**src/sv/pss_pkg.sv**
```systemverilog
// ----------------------------------------------------------------------------
// pss_pkg
// Shared types, codes and constants of the packet spacing burst shaper.
// ----------------------------------------------------------------------------
`default_nettype none

package pss_pkg;

    localparam int unsigned TIME_W      = 64;
    localparam int unsigned SPACING_W   = 32;
    localparam int unsigned BURST_W     = 16;
    localparam int unsigned PEND_W      = 11;
    localparam int unsigned CFG_IDX_W   = 1;
    localparam int unsigned CFG_DATA_W  = 32;

    // Outstanding delayed sends allowed before arrivals are refused
    localparam logic [PEND_W-1:0] MAX_PENDING = PEND_W'(1024);
    localparam logic [BURST_W-1:0] BURST_MAX  = {BURST_W{1'b1}};

    typedef enum logic {
        OP_ARRIVE = 1'b0,
        OP_FIRE   = 1'b1
    } t_op;

    typedef enum logic [1:0] {
        ACT_SEND     = 2'd0,
        ACT_DELAYED  = 2'd1,
        ACT_RELEASED = 2'd2,
        ACT_ERROR    = 2'd3
    } t_action;

    typedef enum logic [CFG_IDX_W-1:0] {
        CFG_SPACING = 1'b0,
        CFG_BURST   = 1'b1
    } t_cfg_idx;

    typedef struct packed {
        logic [SPACING_W-1:0] spacing;
        logic [BURST_W-1:0]   allowance;
    } t_cfg;

    typedef struct packed {
        logic [TIME_W-1:0]  last_send;
        logic [BURST_W-1:0] burst;
        logic [PEND_W-1:0]  pending;
        logic [TIME_W-1:0]  tail_time;
        logic               limited;
    } t_state;

    typedef struct packed {
        t_action            action;
        logic [TIME_W-1:0]  send_time;
        logic [PEND_W-1:0]  pending_count;
        logic               limited;
    } t_result;

endpackage

`default_nettype wire

```
**src/sv/pss_in_if.sv**
```systemverilog
// ----------------------------------------------------------------------------
// pss_in_if
// Input channel: packet arrivals and delayed-send firings with a timestamp.
// ----------------------------------------------------------------------------
`default_nettype none

interface pss_in_if;
    import pss_pkg::*;

    logic              valid;
    logic              ready;
    logic              op;
    logic [TIME_W-1:0] time_now;

    modport source (output valid, output op, output time_now, input ready);
    modport sink   (input valid, input op, input time_now, output ready);
endinterface

`default_nettype wire

```
**src/sv/pss_out_if.sv**
```systemverilog
// ----------------------------------------------------------------------------
// pss_out_if
// Output channel: one shaping decision per input transfer.
// ----------------------------------------------------------------------------
`default_nettype none

interface pss_out_if;
    import pss_pkg::*;

    logic              valid;
    logic              ready;
    logic [1:0]        action;
    logic [TIME_W-1:0] send_time;
    logic [PEND_W-1:0] pending_count;
    logic              limited;

    modport source (output valid, output action, output send_time,
                    output pending_count, output limited, input ready);
    modport sink   (input valid, input action, input send_time,
                    input pending_count, input limited, output ready);
endinterface

`default_nettype wire

```
**src/sv/pss_cfg.sv**
```systemverilog
// ----------------------------------------------------------------------------
// pss_cfg
// Configuration register file: spacing and burst allowance.
// ----------------------------------------------------------------------------
`default_nettype none

module pss_cfg (
    input  wire logic                           i_clk,
    input  wire logic                           i_rst_n,
    input  wire logic                           i_cfg_we,
    input  wire logic [pss_pkg::CFG_IDX_W-1:0]  i_cfg_idx,
    input  wire logic [pss_pkg::CFG_DATA_W-1:0] i_cfg_wdata,
    output pss_pkg::t_cfg                       o_cfg
);
    import pss_pkg::*;

    t_cfg r_cfg;

    always_ff @(posedge i_clk) begin
        if (!i_rst_n) begin
            r_cfg <= '0;
        end else if (i_cfg_we) begin
            unique case (t_cfg_idx'(i_cfg_idx))
                CFG_SPACING: r_cfg.spacing   <= i_cfg_wdata[SPACING_W-1:0];
                CFG_BURST:   r_cfg.allowance <= i_cfg_wdata[BURST_W-1:0];
                default:     r_cfg           <= r_cfg;
            endcase
        end
    end

    assign o_cfg = r_cfg;

endmodule

`default_nettype wire

```
**src/sv/pss_step.sv**
```systemverilog
// ----------------------------------------------------------------------------
// pss_step
// Shaping decision for one item: next state and result from current state.
// ----------------------------------------------------------------------------
`default_nettype none

module pss_step (
    input  wire pss_pkg::t_cfg              i_cfg,
    input  wire pss_pkg::t_state            i_state,
    input  wire logic                       i_op,
    input  wire logic [pss_pkg::TIME_W-1:0] i_time_now,
    output pss_pkg::t_state                 o_state,
    output pss_pkg::t_result                o_result
);
    import pss_pkg::*;

    logic [TIME_W:0]    gap;
    logic               close;
    logic [BURST_W-1:0] burst_inc;
    logic [TIME_W-1:0]  spacing_ext;
    logic [TIME_W-1:0]  sched_from_send;
    logic [TIME_W-1:0]  sched_from_delayed;
    logic [PEND_W-1:0]  pending_dec;

    // Full-precision gap: a borrow means the last send lies in the future
    assign gap          = {1'b0, i_time_now} - {1'b0, i_state.last_send};
    assign spacing_ext  = {{(TIME_W-SPACING_W){1'b0}}, i_cfg.spacing};
    assign close        = (i_state.last_send != '0)
                       && (gap[TIME_W] || (gap[TIME_W-1:0] < spacing_ext));
    assign burst_inc    = (i_state.burst == BURST_MAX) ? i_state.burst
                                                       : i_state.burst + 1'b1;
    assign sched_from_send    = i_state.last_send + spacing_ext;
    assign sched_from_delayed = i_state.tail_time + spacing_ext;
    assign pending_dec        = i_state.pending - 1'b1;

    always_comb begin
        t_state  nxt;
        t_action act;
        logic [TIME_W-1:0] when;

        nxt  = i_state;
        act  = ACT_SEND;
        when = i_time_now;

        if (t_op'(i_op) == OP_FIRE) begin
            if (i_state.pending == '0) begin
                act = ACT_ERROR;
            end else begin
                act         = ACT_RELEASED;
                nxt.pending = pending_dec;
                if (pending_dec == '0) begin
                    nxt.burst     = '0;
                    nxt.limited   = 1'b0;
                    nxt.last_send = i_time_now;
                end
            end
        end else if (i_cfg.spacing == '0) begin
            act = ACT_SEND;
        end else if (i_state.pending != '0) begin
            if (i_state.pending >= MAX_PENDING) begin
                act = ACT_ERROR;
            end else begin
                act           = ACT_DELAYED;
                nxt.tail_time = sched_from_delayed;
                nxt.pending   = i_state.pending + 1'b1;
                when          = sched_from_delayed;
            end
        end else if (close && (burst_inc > i_cfg.allowance)) begin
            act           = ACT_DELAYED;
            nxt.burst     = burst_inc;
            nxt.limited   = 1'b1;
            nxt.tail_time = sched_from_send;
            nxt.pending   = i_state.pending + 1'b1;
            when          = sched_from_send;
        end else begin
            act           = ACT_SEND;
            nxt.burst     = close ? burst_inc : '0;
            nxt.last_send = i_time_now;
        end

        o_state                = nxt;
        o_result.action        = act;
        o_result.send_time     = when;
        o_result.pending_count = nxt.pending;
        o_result.limited       = nxt.limited;
    end

endmodule

`default_nettype wire

```
**src/sv/packet_spacing_burst_shaper_core.sv**
```systemverilog
// ----------------------------------------------------------------------------
// packet_spacing_burst_shaper_core
// Per-destination output shaper: sends, delays or releases packets so that
// sends keep a minimum spacing once a burst allowance is used up.
// ----------------------------------------------------------------------------
//
//   channel   dir   handshake        payload
//   --------  ----  ---------------  -------------------------------------------
//   i_in      in    valid / ready    op, time_now
//   o_out     out   valid / ready    action, send_time, pending_count, limited
//   i_cfg_*   in    write enable     index (0 spacing, 1 burst allowance), data
//
// Throughput: one transfer per clock while the result is not stalled; an input
// transfer passes the input register, then the result register.
// The shaper state closes a feedback loop through the 64-bit gap subtract and
// spacing compare, which sets the clock period of this block.
// Reset (i_rst_n low, synchronous) clears the shaper state, the configuration
// and both valid flags. A stalled result holds the input register and the
// state; i_in.ready drops only when both registers are full.
//
`default_nettype none

module packet_spacing_burst_shaper_core (
    input  wire logic                           i_clk,
    input  wire logic                           i_rst_n,
    input  wire logic                           i_cfg_we,
    input  wire logic [pss_pkg::CFG_IDX_W-1:0]  i_cfg_idx,
    input  wire logic [pss_pkg::CFG_DATA_W-1:0] i_cfg_wdata,
    pss_in_if.sink                              i_in,
    pss_out_if.source                           o_out
);
    import pss_pkg::*;

    t_cfg    cfg;
    t_state  n_state;
    t_result n_result;

    logic              r_in_valid;
    logic              r_in_op;
    logic [TIME_W-1:0] r_in_time;
    t_state            r_state;
    logic              r_out_valid;
    t_result           r_out;
    logic              advance;
    logic              in_xfer;

    pss_cfg u_cfg (
        .i_clk       (i_clk),
        .i_rst_n     (i_rst_n),
        .i_cfg_we    (i_cfg_we),
        .i_cfg_idx   (i_cfg_idx),
        .i_cfg_wdata (i_cfg_wdata),
        .o_cfg       (cfg)
    );

    pss_step u_step (
        .i_cfg      (cfg),
        .i_state    (r_state),
        .i_op       (r_in_op),
        .i_time_now (r_in_time),
        .o_state    (n_state),
        .o_result   (n_result)
    );

    // Advance the pipe whenever the result register is free or being drained
    assign advance     = !r_out_valid || o_out.ready;
    assign i_in.ready  = !r_in_valid || advance;
    assign in_xfer     = i_in.valid && i_in.ready;

    // Input register: capture on every transfer, hold while stalled
    always_ff @(posedge i_clk) begin
        if (!i_rst_n) begin
            r_in_valid <= 1'b0;
        end else if (i_in.ready) begin
            r_in_valid <= i_in.valid;
        end
        if (in_xfer) begin
            r_in_op   <= i_in.op;
            r_in_time <= i_in.time_now;
        end
    end

    // State and result register: commit one decision per advancing item
    always_ff @(posedge i_clk) begin
        if (!i_rst_n) begin
            r_state     <= '0;
            r_out_valid <= 1'b0;
        end else if (advance) begin
            r_out_valid <= r_in_valid;
            if (r_in_valid) begin
                r_state <= n_state;
            end
        end
        if (advance && r_in_valid) begin
            r_out <= n_result;
        end
    end

    assign o_out.valid         = r_out_valid;
    assign o_out.action        = r_out.action;
    assign o_out.send_time     = r_out.send_time;
    assign o_out.pending_count = r_out.pending_count;
    assign o_out.limited       = r_out.limited;

`ifndef ASSERT_OFF
    a_pending_bound: assert property (@(posedge i_clk) disable iff (!i_rst_n)
        r_state.pending <= MAX_PENDING)
        else $error("pending count above limit");

    a_stall_holds_state: assert property (@(posedge i_clk) disable iff (!i_rst_n)
        (r_in_valid && !advance) |=> $stable(r_state))
        else $error("state changed while result stalled");

    a_delay_is_limited: assert property (@(posedge i_clk) disable iff (!i_rst_n)
        (r_out_valid && r_out.action == ACT_DELAYED)
            |-> (r_out.limited && r_out.pending_count != '0))
        else $error("delayed result without limited state");

    a_drain_clears_limit: assert property (@(posedge i_clk) disable iff (!i_rst_n)
        (r_out_valid && r_out.action == ACT_RELEASED && r_out.pending_count == '0)
            |-> !r_out.limited)
        else $error("limited flag survived final release");
`endif

endmodule

`default_nettype wire

```
**src/flat_wrapper.sv**
```systemverilog
// flat-port wrapper written by rule: the top's interface ports become plain ports
module packet_spacing_burst_shaper_core_flat import pss_pkg::*;
  (i_clk, i_rst_n, i_cfg_we, i_cfg_idx, i_cfg_wdata, i_in_valid, i_in_op, i_in_time_now, i_in_ready, o_out_valid, o_out_action, o_out_send_time, o_out_pending_count, o_out_limited, o_out_ready);
  pss_in_if i_in_i ();
  pss_out_if o_out_i ();
  input  wire logic i_clk;
  input  wire logic i_rst_n;
  input  wire logic i_cfg_we;
  input  wire logic [pss_pkg::CFG_IDX_W-1:0] i_cfg_idx;
  input  wire logic [pss_pkg::CFG_DATA_W-1:0] i_cfg_wdata;
  input wire logic [$bits(i_in_i.valid)-1:0] i_in_valid;
  input wire logic [$bits(i_in_i.op)-1:0] i_in_op;
  input wire logic [$bits(i_in_i.time_now)-1:0] i_in_time_now;
  output wire logic [$bits(i_in_i.ready)-1:0] i_in_ready;
  output wire logic [$bits(o_out_i.valid)-1:0] o_out_valid;
  output wire logic [$bits(o_out_i.action)-1:0] o_out_action;
  output wire logic [$bits(o_out_i.send_time)-1:0] o_out_send_time;
  output wire logic [$bits(o_out_i.pending_count)-1:0] o_out_pending_count;
  output wire logic [$bits(o_out_i.limited)-1:0] o_out_limited;
  input wire logic [$bits(o_out_i.ready)-1:0] o_out_ready;
  assign i_in_i.valid = i_in_valid;
  assign i_in_i.op = i_in_op;
  assign i_in_i.time_now = i_in_time_now;
  assign i_in_ready = i_in_i.ready;
  assign o_out_valid = o_out_i.valid;
  assign o_out_action = o_out_i.action;
  assign o_out_send_time = o_out_i.send_time;
  assign o_out_pending_count = o_out_i.pending_count;
  assign o_out_limited = o_out_i.limited;
  assign o_out_i.ready = o_out_ready;
  packet_spacing_burst_shaper_core u_core (.i_clk(i_clk), .i_rst_n(i_rst_n), .i_cfg_we(i_cfg_we), .i_cfg_idx(i_cfg_idx), .i_cfg_wdata(i_cfg_wdata), .i_in(i_in_i), .o_out(o_out_i));
endmodule
```
**config.mk**
```make
export PLATFORM = sky130hd
export DESIGN_NAME = packet_spacing_burst_shaper_core_flat
export DESIGN_NICKNAME = d
export VERILOG_FILES = /design/src/sv/pss_pkg.sv /design/src/sv/pss_in_if.sv /design/src/sv/pss_out_if.sv /design/src/sv/pss_cfg.sv /design/src/sv/pss_step.sv /design/src/sv/packet_spacing_burst_shaper_core.sv /design/src/flat_wrapper.sv
export SDC_FILE = /design/constraint.sdc
export NUM_CORES = 1
export LEC_CHECK = 0
export BUFFER_PORTS_ARGS = -buffer_cell sky130_fd_sc_hd__buf_2
export CAP_MARGIN = 20
export CORE_AREA = 2 2 289 291
export DETAILED_ROUTE_END_ITERATION = 6
export DIE_AREA = 0 0 291 293
export PLACE_DENSITY = 0.51
export SKIP_CTS_REPAIR_TIMING = 1
export SLEW_MARGIN = 10
export SYNTH_ARGS = -nofsm -noshare
export SYNTH_HDL_FRONTEND = slang
export SYNTH_SLANG_ARGS = --single-unit
```
**constraint.sdc**
```tcl
create_clock -name i_clk -period 10.2 [get_ports i_clk]
set_input_delay 2.04 -clock i_clk [delete_from_list [all_inputs] [get_ports i_clk]]
set_output_delay 2.04 -clock i_clk [all_outputs]
set_load 0.1 [all_outputs]
```
==> results of run 1 <==
## worst max-delay path, cell delays in order, from the launching register on
cell and delay [ns]:
dfxtp_1 0.40, inv_1 0.07, ha_1 0.35, and2_1 0.20, a221oi_1 0.39, a21o_1 0.21, a21oi_1 0.13, nor2_1 0.31
o21ai_0 0.15, and2_1 0.18, o21ai_0 0.16, nand2b_1 0.08, xor2_1 0.14, ha_1 0.31, a21oi_1 0.16, a21oi_1 0.08
o31ai_1 0.43, o211a_1 0.22, nand4_1 0.08, a2111oi_0 0.36, nand4b_1 0.16, nor3_2 0.27, and4_1 0.33, o311a_4 0.55
buf_4 0.50, and2_1 0.58, a22o_1 0.21
## path summary, 6_finish.rpt
kind	from	end	cells past startpoint
hold reg to reg	u_core.u_cfg.o_cfg[6]	u_core.u_cfg.o_cfg[6]	2
setup reg to reg	u_core.r_state[96]	u_core.r_state[51]	26
setup / recovery	u_core.r_state[96]	u_core.r_state[51]	26
hold / removal	u_core.u_cfg.o_cfg[6]	u_core.u_cfg.o_cfg[6]	2
## cell families after synthesis
family / Yosys count / share of synthesized area
buffers and inverters: 300 / 0.0494
adder cells (fa/ha/maj): 182 / 0.0937
XOR/XNOR: 166 / 0.0593
multiplexers: 8 / 0.00347
AND/OR/NAND/NOR: 1021 / 0.198
AO/OA/AOI/OAI: 941 / 0.253
flip-flops: 349 / 0.343
## through the flow
step	utilization	setup slack, ns	hold slack, ns
final	0.341	3.07	0.465
after floorplan	-	4.68	0.443
after detailed placement	0.323	3.04	0.460
after CTS	0.341	3.00	0.468
after global placement	0.323	3.13	0.457
after global routing	0.341	2.47	0.491
## registers in the layout, indices dropped and copies added (netlist names), 2 cells and up
register / cells
u_core.o_out.action: 2
u_core.o_out.send_time: 64
u_core.u_cfg.o_cfg: 48
u_core.r_state: 156
u_core.r_in_time: 64
u_core.o_out.pending_count: 11
## layer usage
layer / GRT usage / routed length, um
met1: 0.274 / 41200
met2: 0.330 / 40200
met3: 0.0284 / 4420
met4: 0.0661 / 2900
met5: 0 / 0
## layout by cell type, fill, tap and decap left out, types with 17 or more instances in the layout
master     netlist  layout
a21boi_0        90      90
a21boi_1        41      41
a21o_1          70      70
a21oi_1        214     214
a22o_1          25      25
a2bb2oi_1       37      37
a31oi_1         28      28
and2_1          18      17
and3_1          24      23
buf_2           29     181
buf_4            5      26
clkbuf_16        0      47
dfxtp_1        206     206
edfxtp_1       143     143
ha_1           179     179
inv_1          151     150
nand2_1        390     390
nand2b_1        26      25
nand3_1        145     145
nand4_1         74      74
nor2_1         163     161
nor2b_1         24      23
nor3_1          54      54
nor4_1          47      46
o211ai_1        22      22
o21a_1          40      39
o21ai_0        184     184
o21ai_1         19      19
o21bai_1        21      21
o22ai_1         21      21
xnor2_1        109     109
xor2_1          57      57
## area by class of cell
type,count,share of cell area
well taps,1070,0.0480
inverters,151,0.0204
diodes,1,0.0000897
clock inverters,28,0.00888
repair buffers,209,0.0406
flip-flops and latches,349,0.302
multi-input cells,2318,0.536
clock buffers,58,0.0443
## where the power goes
part           total, mW  switching [mW]  leakage, nW  internal (mW)
registers           1.65          0.0860         3.05           1.56
clock network       1.62           0.680        0.727          0.940
logic               1.32           0.947         6.68          0.375
==> flow_summary.json, run 1 <==
{
  "initial_core_util": 0.300,
  "hold_viol_final": 0,
  "critPathKind": "reg -> reg",
  "wl_per_cell_um": 21.2,
  "async_flop_share": 0,
  "synth-edff-count": 143,
  "drcViolationCount": 0,
  "routed_wl_mm": 88.7,
  "slew-limit-headroom": 0.167,
  "routed_via_density": 5.41,
  "htreeDepth": 2,
  "place_congestion": 0.950,
  "die-width_um": 291,
  "clock_skew_ns": 0.0252,
  "power_density_nw_per_um2": 164,
  "vdd_ir_drop_max_uv": 106,
  "synth.area.top_cells": "edfxtp_1, dfxtp_1, ha_1, nand2_1, a21oi_1",
  "coreArea_um2": 81800,
  "synth_top_area_cell": "edfxtp_1",
  "final_antenna_net_count": 0,
  "p_leak_nw": 10.5,
  "ys_types": 89,
  "grt_first_pass_wirelength_mm": 134,
  "post-place-cells": 4096,
  "fmax_mhz": 140,
  "design_area_um2": 27900,
  "area_growth_pct": 13.8,
  "grt_max_degree": 79,
  "drv_cap": 0,
  "yosysMostFrequentCell": "nand2_1",
  "grtUsageTotal": 0.202,
  "period_needed_ns": 7.13,
  "yosys_warnings": 0,
  "hp-class": "reg -> reg",
  "row_count": 105,
  "path_clk_slew_ns": 0.06,
  "outcome": "complete, no violations",
  "syn_area_per_cell_um2": 8.27,
  "fin_nets": 3360,
  "netlist_area_um2": 24500,
  "ys_ff_latch": 349,
  "die-area_um2": 85300,
  "cp.required_ns": 10.73,
  "syn_nets": 3252,
  "period_share": 0.699,
  "synth.top_cell.area_share": 0.175,
  "grt_pass1_vias": 22000,
  "seq_area_frac_synth": 0.343,
  "arrival_ns": 7.67,
  "rsz0062_at_grt": "no",
  "synthTopCellsByCount": "nand2_1, a21oi_1, dfxtp_1",
  "place_hpwl_mm": 66.5,
  "r2r_slack_ns": 3.07,
  "multiInputGateArea_um2": 15000,
  "antenna_found_initial": 2,
  "drive_gt1_frac": 0.103,
  "seq_area_um2": 8420,
  "worst_pin_slew_ns": 1.24,
  "placed_area_um2": 26400,
  "final-instance-count-excl-fill": 4184,
  "path_max_fanout": 52,
  "ios": 183,
  "tritoncts": "built",
  "synth-main-ff-cell": "dfxtp_1",
  "total_power_mw": 4.59,
  "die_h_um": 293,
  "drt_iter0_drc": 1707,
  "drt_pass1_iterations": 6,
  "clockBufferDepth": 3,
  "worst_setup_path_start_kind": "register",
  "crit_path_end_kind": "register",
  "cts.sinks": 349,
  "drv_slew": 0,
  "fin_tns_setup_ns": 0,
  "cts_buffers": 46,
  "overflow": 0,
  "setup_viol": 0,
  "nFillCells": 8639,
  "cts-root-buf": "clkbuf_16",
  "place.port_buffers": 182,
  "num_vias": 22600,
  "worstSkewPairLatency_ns": 0.60,
  "netlist_instances": 2967
}
No activity file was read; power rests on OpenSTA's default activity.
==> run 2: changes to the inputs <==
Clock period 10.2 ns to 6.9 ns, I/O delays scaled along.
==> flow_summary.json, run 2 (synthesized netlist as in run 1, its figures left out) <==
{
  "worst_setup_path_start_kind": "register",
  "ios": 183,
  "largest_register_ffs": 156,
  "largest-register": "u_core.r_state",
  "place_hpwl_mm": 66.9,
  "cts_buffers": 46,
  "nFillCells": 8678,
  "worst_pin_slew_ns": 1.08,
  "place_congestion": 0.961,
  "power_density_nw_per_um2": 242,
  "fin_util": 0.343,
  "grt_pass1_vias": 21800,
  "overflow": 0,
  "fmax_mhz": 156,
  "layout_setup_ws_ns": 0.488,
  "drt_pass1_iterations": 5,
  "clockBufferDepth": 3,
  "num_vias": 22500,
  "htreeDepth": 2,
  "worstSkewPairLatency_ns": 0.59,
  "path_clk_slew_ns": 0.06,
  "die_h_um": 293,
  "drive_gt1_frac": 0.106,
  "multiInputGateArea_um2": 15000,
  "cts.sinks": 349,
  "period_share": 0.929,
  "drv_cap": 0,
  "drv_slew": 0,
  "path_max_fanout": 10,
  "clock_skew_ns": 0.0236,
  "hp-class": "reg -> reg",
  "crit_path_end_kind": "register",
  "critPathKind": "reg -> reg",
  "final_antenna_net_count": 0,
  "routed_wl_mm": 87.7,
  "fin_nets": 3367,
  "antenna_found_initial": 3,
  "seq_area_um2": 8420,
  "post-place-cells": 4102,
  "tritoncts": "built",
  "grt_first_pass_wirelength_mm": 134,
  "grtUsageTotal": 0.200,
  "cts-root-buf": "clkbuf_16",
  "coreArea_um2": 81800,
  "row_count": 105,
  "drcViolationCount": 0,
  "place.port_buffers": 182,
  "die-area_um2": 85300,
  "p_leak_nw": 10.5,
  "arrival_ns": 6.82,
  "drt_iter0_drc": 1700,
  "period_needed_ns": 6.41,
  "rsz0062_at_grt": "no",
  "hold_viol_final": 0,
  "routed_via_density": 5.36,
  "final_cell_mix": "nand2_1, a21oi_1, dfxtp_1",
  "outcome": "complete, no violations",
  "dp_slack_ns": 0.294,
  "final_common_cell": "nand2_1",
  "final-instance-count-excl-fill": 4191,
  "grt_max_degree": 76,
  "die-width_um": 291,
  "vdd_ir_drop_max_uv": 142,
  "wl_per_cell_um": 20.9,
  "setup_viol": 0,
  "fin_tns_setup_ns": 0,
  "slew-limit-headroom": 0.272,
  "area_growth_pct": 14.4,
  "cp.required_ns": 7.31,
  "initial_core_util": 0.300
}
[run 2: changes by cell type in the layout (fill, tap and decap cells not counted), sizes merged]
cell | before | now
buf | 209 | 216
bufinv | 3 | 2
clkbuf | 58 | 63
clkinv | 19 | 15
clkinvlp | 2 | 5
inv | 155 | 152
[run 2: routing by layer]
layer	share of wire	GRT usage
met1	0.48	0.279
met2	0.46	0.331
met3	0.043	0.0222
met4	0.020	0.0470
met5	0.000080	0
[run 2: metrics by stage]
step,hold slack [ns],power [mW],area (um^2)
floorplan,0.443,3.81,24500
global placement,0.454,4.42,26500
detailed placement,0.459,4.42,26500
CTS,0.467,6.85,28000
global route,0.488,7.11,28100
finish,0.463,6.79,28100
[run 2: worst max-delay path: stages (launching register included)]
cell       delay, ns
edfxtp_1        0.42
inv_1           0.07
ha_1            0.21
fa_1            0.41
nand2b_1        0.18
a21oi_1         0.28
o21a_1          0.36
nor4_4          0.11
o31ai_1         0.49
xor2_1          0.14
ha_1            0.32
nand2_1         0.08
o21ai_0         0.11
a211oi_1        0.27
nand4_1         0.11
nor4_1          0.31
nand4_1         0.13
a2111oi_1       0.35
nand4b_1        0.17
nor3_2          0.27
and4_1          0.33
o21ai_4         0.18
o41ai_4         0.60
a22o_1          0.31
[run 2: where the power goes]
part | internal (mW) | switching, mW
sequential | 2.31 | 0.131
clock | 1.42 | 0.979
combinational | 0.571 | 1.38
total | 4.30 | 2.49
[run 2: area by class of cell]
type                            count  area share
Antenna cell                        1   0.0000892
Inverter                          151      0.0203
Timing Repair Buffer              216      0.0449
Clock inverter                     23     0.00646
Clock buffer                       63      0.0473
Sequential cell                   349       0.300
Tap cell                         1070      0.0477
Multi-Input combinational cell   2318       0.533
[run 2: worst paths after layout]
path / start / to / slack (ns) / depth (start not counted)
worst max-delay path: u_core.r_in_time[0] / u_core.o_out.send_time[25] / 0.49 / 23
worst min-delay path: u_core.u_cfg.o_cfg[14] / u_core.u_cfg.o_cfg[14] / 0.46 / 2
worst max register to register: u_core.r_in_time[0] / u_core.o_out.send_time[25] / 0.49 / 23
worst min register to register: u_core.u_cfg.o_cfg[14] / u_core.u_cfg.o_cfg[14] / 0.46 / 2
==> run 3: changes to the inputs <==
Settings changed: PLACE_DENSITY 0.51 to 0.53.
Clock period 6.9 ns to 5.22 ns, I/O delays scaled along.
==> flow_summary.json, run 3 (synthesized netlist as in run 1, its figures left out) <==
{
  "drt_iter0_drc": 1937,
  "htreeDepth": 2,
  "drv_slew": 0,
  "p_clk_frac": 0.332,
  "die-width_um": 291,
  "ios": 183,
  "clockBufferDepth": 3,
  "fmax_mhz": 186,
  "hp-class": "reg -> reg",
  "place.port_buffers": 182,
  "place_congestion": 0.961,
  "period_needed_ns": 5.37,
  "p_leak_nw": 12.5,
  "hold_viol_final": 0,
  "switching_power_mw": 3.67,
  "wl_per_cell_um": 22.4,
  "cp.required_ns": 5.57,
  "drt_pass1_iterations": 6,
  "die-area_um2": 85300,
  "power_density_nw_per_um2": 308,
  "place_hpwl_mm": 70.2,
  "violations": "negative setup slack",
  "top_usage_layer": "met2",
  "sequentialPowerShare": 0.327,
  "grt_first_pass_wirelength_mm": 139,
  "r2r_end": "u_core.o_out.send_time[16]",
  "p_sw_frac": 0.374,
  "pwr-share-comb": 0.341,
  "crit_path_end": "u_core.o_out.send_time[16]",
  "rsz0062_at_grt": "yes",
  "total_power_mw": 9.81,
  "grtUsageTotal": 0.209,
  "drcViolationCount": 0,
  "p_int_mw": 6.15,
  "placed_area_um2": 28500,
  "dp_slack_ns": -0.550,
  "coreArea_um2": 81800,
  "routed_wl_mm": 101,
  "vdd_ir_drop_max_uv": 244,
  "cts.sinks": 349,
  "layout_setup_ws_ns": -0.148,
  "period_share": 1.03,
  "drv_cap": 0,
  "routed_via_density": 5.46,
  "crit_path_end_kind": "register",
  "setup_viol": 177,
  "design_area_um2": 31900,
  "die_h_um": 293,
  "tritoncts": "built",
  "slew-limit-headroom": 0.194,
  "path_clk_slew_ns": 0.06,
  "area_growth_pct": 30.0,
  "outcome": "complete, but fails checks",
  "critPathLaunch": "u_core.r_in_time[3]",
  "grt_pass1_vias": 22900,
  "grtUsageMet1": 0.283,
  "fin_nets": 3674,
  "r2r-start": "u_core.r_in_time[3]",
  "r2r_slack_ns": -0.15,
  "worst_setup_path_start_kind": "register",
  "path_max_fanout": 7,
  "largest_register_ffs": 156,
  "final_antenna_net_count": 0,
  "arrival_ns": 5.72,
  "cts_buffers": 44,
  "grt_max_degree": 125,
  "initial_core_util": 0.300,
  "use_met3": 0.0308,
  "num_vias": 24500,
  "row_count": 105,
  "nFillCells": 8363,
  "largest-register": "u_core.r_state",
  "worst_pin_slew_ns": 1.21,
  "reg2regPathDepth": 26,
  "fin_util": 0.390,
  "grt_use_met2": 0.342,
  "clock_skew_ns": 0.0283,
  "drive_gt1_frac": 0.232,
  "critPathKind": "reg -> reg",
  "overflow": 0,
  "cts-root-buf": "clkbuf_16",
  "final_common_cell": "nand2_1",
  "worstSkewPairLatency_ns": 0.60,
  "final_cell_mix": "nand2_1, buf_4, dfxtp_1",
  "antenna_found_initial": 3
}
run 3: cell types whose count changed in the layout (fill, tap and decap cells not counted), sizes merged:
cell / delta
bufinv: +4
clkinvlp: -2
clkbuf: +11
buf: +289
clkinv: +1
inv: +2
run 3: worst max-delay path, cell delays in order, from the launching register on:
cell and delay, ns:
edfxtp_1 0.48, ha_4 0.29, buf_6 0.12, o211ai_1 0.20, a21oi_2 0.06, buf_4 0.14, o21a_4 0.21, nor4_4 0.35
o31ai_2 0.16, xor2_1 0.19, ha_1 0.33, nand2_2 0.09, buf_6 0.09, nor2_2 0.03, a22oi_2 0.14, nand4_1 0.15
nor4_2 0.19, nand4_1 0.14, a2111oi_2 0.23, nand4b_1 0.17, nor3_2 0.26, buf_4 0.16, and3_4 0.18, a31oi_4 0.14
buf_6 0.20, clkbuf_16 0.18, a22o_1 0.22
run 3: how the worst min path moves through the flow:
stage,from,end,slack (ns),cells past startpoint
final,u_core.u_cfg.o_cfg[6],u_core.u_cfg.o_cfg[6],0.46,2
after global routing,u_core.r_state[141],u_core.r_state[141],0.49,2
after detailed placement,u_core.u_cfg.o_cfg[6],u_core.u_cfg.o_cfg[6],0.46,2
after CTS,u_core.u_cfg.o_cfg[6],u_core.u_cfg.o_cfg[6],0.46,2
after global placement,u_core.u_cfg.o_cfg[7],u_core.u_cfg.o_cfg[7],0.45,2
after floorplan,u_core.r_state[141],u_core.r_state[141],0.44,2
run 3: per-stage QoR:
step,setup TNS (ns),hold slack [ns],cells
floorplan,0,0.443,2967
global placement,-48.13,0.454,4347
detailed placement,-82.19,0.457,4347
CTS,-90.60,0.464,4429
global route,-73.86,0.486,4496
finish,-14.81,0.463,4496
run 3: per-layer routing:
| metal | vias up | wire length, um |
|---|---|---|
| li1 | 11700 | - |
| met1 | 11800 | 45100 |
| met2 | 785 | 46300 |
| met3 | 169 | 5980 |
| met4 | 0 | 3440 |
| met5 | - | 0 |
run 3: cell type report:
type,count,area (um^2),share of cell area
sequential,349,8420,0.264
timing repair buffer,525,4300,0.135
inverter,151,569,0.0178
tap,1070,1340,0.0420
clock buffer,54,1190,0.0373
multi-input combinational,2318,15800,0.494
clock inverter,28,304,0.00953
antenna,1,2.50,0.0000784
run 3: power groups by stage:
| stage | combinational (mW) | sequential, mW | clock, mW |
|---|---|---|---|
| after floorplan | 1.44 | 3.59 | 0 |
| after global placement | 2.83 | 3.26 | 0 |
| after detailed placement | 2.83 | 3.26 | 0 |
| after CTS | 2.84 | 3.20 | 3.32 |
| after global routing | 3.56 | 3.23 | 3.42 |
| final | 3.35 | 3.21 | 3.25 |
